### src/design/pdisp_pkg.sv
// Shared types and codes for the process dispatcher.
// Holds the ready-queue entry layout, policy, operation and register codes,
// their reset values and the head-read kinds. No dependencies.
package pdisp_pkg;

    typedef struct packed {
        logic [7:0]  id;
        logic [15:0] need;
        logic [15:0] used;
    } entry_t;

    localparam logic       OP_ENQUEUE = 1'b0;
    localparam logic       OP_TICK    = 1'b1;

    localparam logic [1:0] MODE_FCFS  = 2'd0;
    localparam logic [1:0] MODE_SPF   = 2'd1;
    localparam logic [1:0] MODE_RR    = 2'd2;

    localparam logic       REG_POLICY_MODE  = 1'b0;
    localparam logic       REG_TIME_QUANTUM = 1'b1;

    localparam logic [1:0] POLICY_RESET  = MODE_FCFS;
    localparam logic [7:0] QUANTUM_RESET = 8'd2;

    // What a head read feeds once its data is back
    localparam logic [1:0] POP_START   = 2'd0;
    localparam logic [1:0] POP_PREEMPT = 2'd1;
    localparam logic [1:0] POP_DONE    = 2'd2;

endpackage

### src/design/process_dispatcher_fcfs_spf_rr.sv
// Process dispatcher top level: ready queue in a circular memory plus a sequencer.
// Depends on pdisp_pkg (entry layout and codes).
//
// Takes enqueue and tick words and returns one result word per input word.
// The ready queue is a circular buffer in a single memory with one write port
// and one registered read port; every queue access goes through that port under
// a small sequencer, and the block takes no new word until the current one is
// finished and its result is in the output register. A refused enqueue, or a
// tick with nothing ready, goes straight to the response; a plain enqueue
// (FCFS or RR) first writes its entry at the tail. A shortest-need enqueue
// walks the queue from the head to find its slot and then moves the later
// entries back one at a time, a read and a write per entry moved, before it
// writes its own entry. A tick that runs a process reads the head first for
// a first dispatch or an RR preemption, then adds one to the runner's used
// count; on completion it reads the head again to load the next runner. The
// response waits while the previous result word is still in the output register.
// After reset there is no clearing pass; only data from occupied slots is ever used.
module process_dispatcher_fcfs_spf_rr #(
    parameter int QUEUE_DEPTH = 16
) (
    input  logic        clk,
    input  logic        rst_n,
    input  logic        cfg_we,
    input  logic        cfg_index,
    input  logic [7:0]  cfg_data,
    input  logic        in_valid,
    output logic        in_ready,
    input  logic        operation,
    input  logic [7:0]  proc_id,
    input  logic [15:0] need_units,
    output logic        out_valid,
    input  logic        out_ready,
    output logic        enqueue_refused,
    output logic        ran_valid,
    output logic [7:0]  ran_id,
    output logic        done_valid,
    output logic [7:0]  done_id,
    output logic [4:0]  queue_count
);
    import pdisp_pkg::*;

    localparam int PTR_W = $clog2(QUEUE_DEPTH);
    localparam int CNT_W = $clog2(QUEUE_DEPTH + 1);
    localparam int SUM_W = CNT_W + 1;

    localparam logic [3:0] S_IDLE     = 4'd0;
    localparam logic [3:0] S_SCAN_RD  = 4'd1;
    localparam logic [3:0] S_SCAN_CMP = 4'd2;
    localparam logic [3:0] S_SHIFT_RD = 4'd3;
    localparam logic [3:0] S_SHIFT_WR = 4'd4;
    localparam logic [3:0] S_INSERT   = 4'd5;
    localparam logic [3:0] S_POP      = 4'd6;
    localparam logic [3:0] S_GIVE     = 4'd7;
    localparam logic [3:0] S_RESP     = 4'd8;

    // Logical queue position to memory slot
    function automatic logic [PTR_W-1:0] phys(input logic [PTR_W-1:0] head,
                                              input logic [CNT_W-1:0] pos);
        logic [SUM_W-1:0] s;
        s = SUM_W'(head) + SUM_W'(pos);
        if (s >= SUM_W'(QUEUE_DEPTH))
            s = s - SUM_W'(QUEUE_DEPTH);
        return s[PTR_W-1:0];
    endfunction

    entry_t queue_mem [QUEUE_DEPTH];
    entry_t rd_data_reg;

    logic [3:0]       state_reg, state_next;
    logic [1:0]       mode_reg, mode_next;
    logic [7:0]       quantum_reg, quantum_next;
    logic [PTR_W-1:0] head_reg, head_next;
    logic [CNT_W-1:0] count_reg, count_next;
    logic             run_valid_reg, run_valid_next;
    entry_t           run_entry_reg, run_entry_next;
    logic [7:0]       slice_reg, slice_next;
    logic [7:0]       item_id_reg, item_id_next;
    logic [15:0]      item_need_reg, item_need_next;
    logic [CNT_W-1:0] pos_reg, pos_next;
    logic [CNT_W-1:0] idx_reg, idx_next;
    logic [1:0]       pop_kind_reg, pop_kind_next;
    logic             res_refused_reg, res_refused_next;
    logic             res_ran_reg, res_ran_next;
    logic [7:0]       res_ran_id_reg, res_ran_id_next;
    logic             res_done_reg, res_done_next;
    logic [7:0]       res_done_id_reg, res_done_id_next;
    logic             out_valid_reg, out_valid_next;
    logic             out_refused_reg, out_refused_next;
    logic             out_ran_reg, out_ran_next;
    logic [7:0]       out_ran_id_reg, out_ran_id_next;
    logic             out_done_reg, out_done_next;
    logic [7:0]       out_done_id_reg, out_done_id_next;
    logic [4:0]       out_count_reg, out_count_next;

    logic [PTR_W-1:0] mem_raddr;
    logic             mem_we;
    logic [PTR_W-1:0] mem_waddr;
    entry_t           mem_wdata;
    logic [7:0]       quantum_eff;
    logic             slice_left;
    logic [15:0]      used_inc;
    logic [PTR_W-1:0] head_inc;

    assign quantum_eff = (quantum_reg == 8'd0) ? 8'd1 : quantum_reg;
    assign slice_left  = slice_reg < quantum_eff;
    assign used_inc    = run_entry_reg.used + 16'd1;
    assign head_inc    = (head_reg == PTR_W'(QUEUE_DEPTH - 1)) ? '0 : head_reg + PTR_W'(1);

    always_comb
    begin
        state_next       = state_reg;
        mode_next        = mode_reg;
        quantum_next     = quantum_reg;
        head_next        = head_reg;
        count_next       = count_reg;
        run_valid_next   = run_valid_reg;
        run_entry_next   = run_entry_reg;
        slice_next       = slice_reg;
        item_id_next     = item_id_reg;
        item_need_next   = item_need_reg;
        pos_next         = pos_reg;
        idx_next         = idx_reg;
        pop_kind_next    = pop_kind_reg;
        res_refused_next = res_refused_reg;
        res_ran_next     = res_ran_reg;
        res_ran_id_next  = res_ran_id_reg;
        res_done_next    = res_done_reg;
        res_done_id_next = res_done_id_reg;
        out_valid_next   = out_valid_reg && !out_ready;
        out_refused_next = out_refused_reg;
        out_ran_next     = out_ran_reg;
        out_ran_id_next  = out_ran_id_reg;
        out_done_next    = out_done_reg;
        out_done_id_next = out_done_id_reg;
        out_count_next   = out_count_reg;
        mem_raddr        = head_reg;
        mem_we           = 1'b0;
        mem_waddr        = head_reg;
        mem_wdata        = run_entry_reg;

        if (cfg_we)
        begin
            if (cfg_index == REG_POLICY_MODE)
                mode_next = cfg_data[1:0];
            else
                quantum_next = cfg_data;
        end

        unique case (state_reg)
            S_IDLE:
            begin
                if (in_valid)
                begin
                    item_id_next     = proc_id;
                    item_need_next   = need_units;
                    res_refused_next = 1'b0;
                    res_ran_next     = 1'b0;
                    res_ran_id_next  = '0;
                    res_done_next    = 1'b0;
                    res_done_id_next = '0;
                    if (operation == OP_ENQUEUE)
                    begin
                        if (count_reg == CNT_W'(QUEUE_DEPTH))
                        begin
                            res_refused_next = 1'b1;
                            state_next       = S_RESP;
                        end
                        else if (mode_reg == MODE_SPF)
                        begin
                            pos_next   = '0;
                            state_next = S_SCAN_RD;
                        end
                        else
                        begin
                            pos_next   = count_reg;
                            state_next = S_INSERT;
                        end
                    end
                    else if (mode_reg == MODE_RR && run_valid_reg && !slice_left)
                    begin
                        // Quantum used up: rotate, or rerun alone with a fresh slice
                        slice_next = '0;
                        if (count_reg != '0)
                        begin
                            pop_kind_next = POP_PREEMPT;
                            state_next    = S_POP;
                        end
                        else
                            state_next = S_GIVE;
                    end
                    else if (run_valid_reg)
                        state_next = S_GIVE;
                    else if (count_reg != '0)
                    begin
                        pop_kind_next = POP_START;
                        state_next    = S_POP;
                    end
                    else
                        state_next = S_RESP;
                end
            end

            S_SCAN_RD:
            begin
                if (pos_reg == count_reg)
                begin
                    idx_next   = count_reg;
                    state_next = S_SHIFT_RD;
                end
                else
                begin
                    mem_raddr  = phys(head_reg, pos_reg);
                    state_next = S_SCAN_CMP;
                end
            end

            S_SCAN_CMP:
            begin
                if (rd_data_reg.need <= item_need_reg)
                begin
                    pos_next   = pos_reg + CNT_W'(1);
                    state_next = S_SCAN_RD;
                end
                else
                begin
                    idx_next   = count_reg;
                    state_next = S_SHIFT_RD;
                end
            end

            S_SHIFT_RD:
            begin
                if (idx_reg == pos_reg)
                    state_next = S_INSERT;
                else
                begin
                    mem_raddr  = phys(head_reg, idx_reg - CNT_W'(1));
                    state_next = S_SHIFT_WR;
                end
            end

            S_SHIFT_WR:
            begin
                mem_we     = 1'b1;
                mem_waddr  = phys(head_reg, idx_reg);
                mem_wdata  = rd_data_reg;
                idx_next   = idx_reg - CNT_W'(1);
                state_next = S_SHIFT_RD;
            end

            S_INSERT:
            begin
                mem_we     = 1'b1;
                mem_waddr  = phys(head_reg, pos_reg);
                mem_wdata  = '{id: item_id_reg, need: item_need_reg, used: 16'd0};
                count_next = count_reg + CNT_W'(1);
                state_next = S_RESP;
            end

            S_POP:
            begin
                run_entry_next = rd_data_reg;
                run_valid_next = 1'b1;
                head_next      = head_inc;
                case (pop_kind_reg)
                    POP_PREEMPT:
                    begin
                        // Old runner takes the tail slot; the head was read first
                        mem_we     = 1'b1;
                        mem_waddr  = phys(head_reg, count_reg);
                        mem_wdata  = run_entry_reg;
                        state_next = S_GIVE;
                    end
                    POP_DONE:
                    begin
                        count_next = count_reg - CNT_W'(1);
                        state_next = S_RESP;
                    end
                    default:
                    begin
                        count_next = count_reg - CNT_W'(1);
                        slice_next = '0;
                        state_next = S_GIVE;
                    end
                endcase
            end

            S_GIVE:
            begin
                run_entry_next.used = used_inc;
                slice_next          = slice_reg + 8'd1;
                res_ran_next        = 1'b1;
                res_ran_id_next     = run_entry_reg.id;
                state_next          = S_RESP;
                if (used_inc >= run_entry_reg.need)
                begin
                    res_done_next    = 1'b1;
                    res_done_id_next = run_entry_reg.id;
                    run_valid_next   = 1'b0;
                    slice_next       = '0;
                    if (count_reg != '0)
                    begin
                        pop_kind_next = POP_DONE;
                        state_next    = S_POP;
                    end
                end
            end

            S_RESP:
            begin
                if (!out_valid_reg || out_ready)
                begin
                    out_valid_next   = 1'b1;
                    out_refused_next = res_refused_reg;
                    out_ran_next     = res_ran_reg;
                    out_ran_id_next  = res_ran_id_reg;
                    out_done_next    = res_done_reg;
                    out_done_id_next = res_done_id_reg;
                    out_count_next   = 5'(count_reg);
                    state_next       = S_IDLE;
                end
            end

            default:
                state_next = S_IDLE;
        endcase
    end

    always_ff @(posedge clk)
    begin
        if (mem_we)
            queue_mem[mem_waddr] <= mem_wdata;
        rd_data_reg <= queue_mem[mem_raddr];
    end

    always_ff @(posedge clk or negedge rst_n)
    begin
        if (!rst_n)
        begin
            state_reg     <= S_IDLE;
            mode_reg      <= POLICY_RESET;
            quantum_reg   <= QUANTUM_RESET;
            head_reg      <= '0;
            count_reg     <= '0;
            run_valid_reg <= 1'b0;
            run_entry_reg <= '0;
            slice_reg     <= '0;
            pop_kind_reg  <= POP_START;
            out_valid_reg <= 1'b0;
        end
        else
        begin
            state_reg     <= state_next;
            mode_reg      <= mode_next;
            quantum_reg   <= quantum_next;
            head_reg      <= head_next;
            count_reg     <= count_next;
            run_valid_reg <= run_valid_next;
            run_entry_reg <= run_entry_next;
            slice_reg     <= slice_next;
            pop_kind_reg  <= pop_kind_next;
            out_valid_reg <= out_valid_next;
        end
    end

    always_ff @(posedge clk)
    begin
        item_id_reg     <= item_id_next;
        item_need_reg   <= item_need_next;
        pos_reg         <= pos_next;
        idx_reg         <= idx_next;
        res_refused_reg <= res_refused_next;
        res_ran_reg     <= res_ran_next;
        res_ran_id_reg  <= res_ran_id_next;
        res_done_reg    <= res_done_next;
        res_done_id_reg <= res_done_id_next;
        out_refused_reg <= out_refused_next;
        out_ran_reg     <= out_ran_next;
        out_ran_id_reg  <= out_ran_id_next;
        out_done_reg    <= out_done_next;
        out_done_id_reg <= out_done_id_next;
        out_count_reg   <= out_count_next;
    end

    assign in_ready        = (state_reg == S_IDLE);
    assign out_valid       = out_valid_reg;
    assign enqueue_refused = out_refused_reg;
    assign ran_valid       = out_ran_reg;
    assign ran_id          = out_ran_id_reg;
    assign done_valid      = out_done_reg;
    assign done_id         = out_done_id_reg;
    assign queue_count     = out_count_reg;

endmodule

### config.mk
export PLATFORM = sky130hd
export DESIGN_NAME = process_dispatcher_fcfs_spf_rr
export DESIGN_NICKNAME = d
export VERILOG_FILES = /design/src/design/pdisp_pkg.sv /design/src/design/process_dispatcher_fcfs_spf_rr.sv
export SDC_FILE = /design/constraint.sdc
export NUM_CORES = 1
export LEC_CHECK = 0
export BUFFER_PORTS_ARGS = -buffer_cell sky130_fd_sc_hd__buf_2
export CORE_MARGIN = 2
export CORE_UTILIZATION = 67
export CTS_CLUSTER_SIZE = 28
export DETAILED_ROUTE_END_ITERATION = 7
export PLACE_DENSITY = 0.86
export SLEW_MARGIN = 20
export SYNTH_ARGS = -nofsm -noshare
export SYNTH_HDL_FRONTEND = slang
export SYNTH_SLANG_ARGS = --single-unit
export TNS_END_PERCENT = 30
### constraint.sdc
create_clock -name clk -period 11.96 [get_ports clk]
set_input_delay 0.598 -clock clk [delete_from_list [all_inputs] [get_ports clk]]
set_output_delay 0.598 -clock clk [all_outputs]
set_load 0.03 [all_outputs]
==> metrics.cfg <==
[status]
status = complete, but fails checks
violations = negative hold slack

[synth]
syn_area_um2 = 34600
ys_top_cells_by_count = edfxtp_1 (717), nand2_1 (608), a21oi_1 (125)
synth_top_area_share_pct = 62.2
yosys-top-cells-area = edfxtp_1 (62%), nand2_1 (6.6%), dfrtp_1 (5.3%)
ys_warn_count = 0
netlist_instances = 2606
synthFlopType = edfxtp_1
synth_most_common_cell = edfxtp_1
async_flop_share_pct = 9.01
synth_area_per_cell_um2 = 13.3
synth_cell_types = 66
ys_seq_area_share_pct = 69.9
synth_seq_cells = 832
synth_edf_count = 717
synth_fp_nets = 2711
yosysTopAreaCell = edfxtp_1

[drt]
drt-total-wl_mm = 90.8
dr.pass1.iters = 8
via_per_inst = 7.05
wl_per_cell_um = 26.8
ant_nets = 0
drt_first_iter_violations = 3972
num_vias = 23900
drc = 0

[critical_path]
cpMostUsedCell = buf_4
critPathKind = reg -> reg
critPathMaxFanout = 83
required_ns = 12.47
max_stage_delay_ns = 0.85
cp_num_buf_inv = 3
slowest_stage = buf_4
cp.arrival_ns = 5.47
crit_family = buffers and inverters
crit_path_cell_trace = inv_1 > fa_1 > a2bb2oi_4 > buf_4 > and2_4 > buf_4 > mux4_2 > a22o_1 > or3_1
cp-end-kind = register
start_kind = register

[sta]
setup_viol_count_final = 0
slew_violations = 0
fin_tns_setup_ns = 0
timing.final.crit_share_pct = 41.5
grt_setup_unrepaired = false
max_freq_ghz = 0.202
slew_headroom_pct = 25.4
hold_ws_ns = -0.0184
worst_pin_slew_ns = 1.12
skew_ns = 0.0359
period_minus_slack_ns = 4.96
hold_viol = 6

[clocking]
cts_resized = 0
h-tree-depth = 3
cts_tree = done
clkTransAtPathRegs_ns = 0.06
clk_path_buf_depth = 3
numCtsBuffers = 80
clock-sinks = 832
clk_latency_ns = 0.65
ctsHoldBuffers = 0
cts_setup_buffers = 0
root_buffer = clkbuf_16

[floorplan]
initial_core_util_pct = 67.6
die_w_um = 231
ioPinCount = 65
row_count = 83
core_area_um2 = 51200
die_h_um = 231
dieArea_um2 = 53500

[layout]
fin_nets = 2749
largest_reg_flops = 640
syn2layout_area_growth_pct = 10.6
drive_above_1_share_pct = 11.2
fin_cells = 3392
diodes = 0

[placed_design]
gp_congestion = 0.943
dpl.hpwl_mm = 47.2
numPortBuffers = 64
dp_cells = 3241

[grt]
grt_pass1_wl_mm = 136
grt_overflow_total = 0
gr-usage-all-layers_pct = 33.9
antenna_found_initial = 1
grt_pass1_vias = 23300
grt_max_degree = 261

[run]
drv_cap = 0

[pwr]
peakVddDrop_mv = 0.332
power_w = 0.0124
p_leak_nw = 13.8
p_per_area_nw_per_um2 = 323

[worst_hold_path]
hold_class = in -> async

==> stage by stage <==
stage          util, %  setup WS [ns]  area [um2]
6_report          74.8           7.00       38300
4_1_cts           74.7           7.14       38200
3_3_place_gp      69.7           7.30       35700
5_1_grt           74.8           6.86       38300
3_5_place_dp      69.8           7.23       35700
2_1_floorplan        -           7.83       34600
==> worst paths after layout <==
path                       depth (start not counted)  slack, ns                from          endpoint
min                                                1      -0.02               rst_n       head_reg[0]
max in group asynchronous                          1      11.35               rst_n  run_entry_reg[5]
max reg2reg                                        9       7.00         head_reg[1]   rd_data_reg[38]
min in group clk                                   1       0.14       need_units[5]  item_need_reg[5]
min reg2reg                                        0       0.42  res_done_id_reg[7]        done_id[7]
max                                                9       7.00         head_reg[1]   rd_data_reg[38]
==> cell families after synthesis <==
family          Yosys count  share of synthesized area (%)
compound gates          606                           12.8
xor+xnor                 47                           1.23
fa+ha+maj                66                           2.49
buf+inv                 236                           2.91
flops                   832                           69.9
mux                      50                           1.57
simple gates            769                           9.08
==> routing by layer <==
metal / routed length, um / global-route usage (%)
met4: 4870 / 18.7
met1: 31000 / 44.3
met3: 11800 / 7.26
met2: 43100 / 53.5
met5: 10 / 0
==> report_power, final <==
group | internal (W) | total (W) | leakage, nW | switching [W]
clock network | 0.00136 | 0.00246 | 1.24 | 0.00109
registers | 0.00412 | 0.00444 | 7.86 | 0.000327
logic | 0.00183 | 0.00548 | 4.68 | 0.00365
==> final cells by class <==
class,count,area [um2]
multi-input combinational,1538,9610
clock inverter,47,370
sequential,832,24200
clock buffer,103,2140
tap,680,851
inverter,63,236
timing repair buffer,129,867
fill,2722,12900
==> layout by cell type (no fill, tap or decap), types with 8 or more instances in the layout <==
cell,instances
a21o_1,19
a21oi_1,123
a221o_1,39
a22oi_1,81
a32o_1,78
a32oi_1,79
and3_1,20
buf_2,63
buf_4,62
clkbuf_1,19
clkbuf_16,81
clkinv_1,15
clkinv_2,19
dfrtp_1,73
dfxtp_1,40
edfxtp_1,717
ha_1,61
inv_1,63
mux2_2,14
mux2i_1,34
nand2_1,608
nand2b_1,12
nand3_1,44
nand4_1,8
nor2_1,25
nor2_4,17
o21ai_0,83
o22ai_1,51
xnor2_1,29
xor2_1,16
No activity file was read; power rests on OpenSTA's default activity.
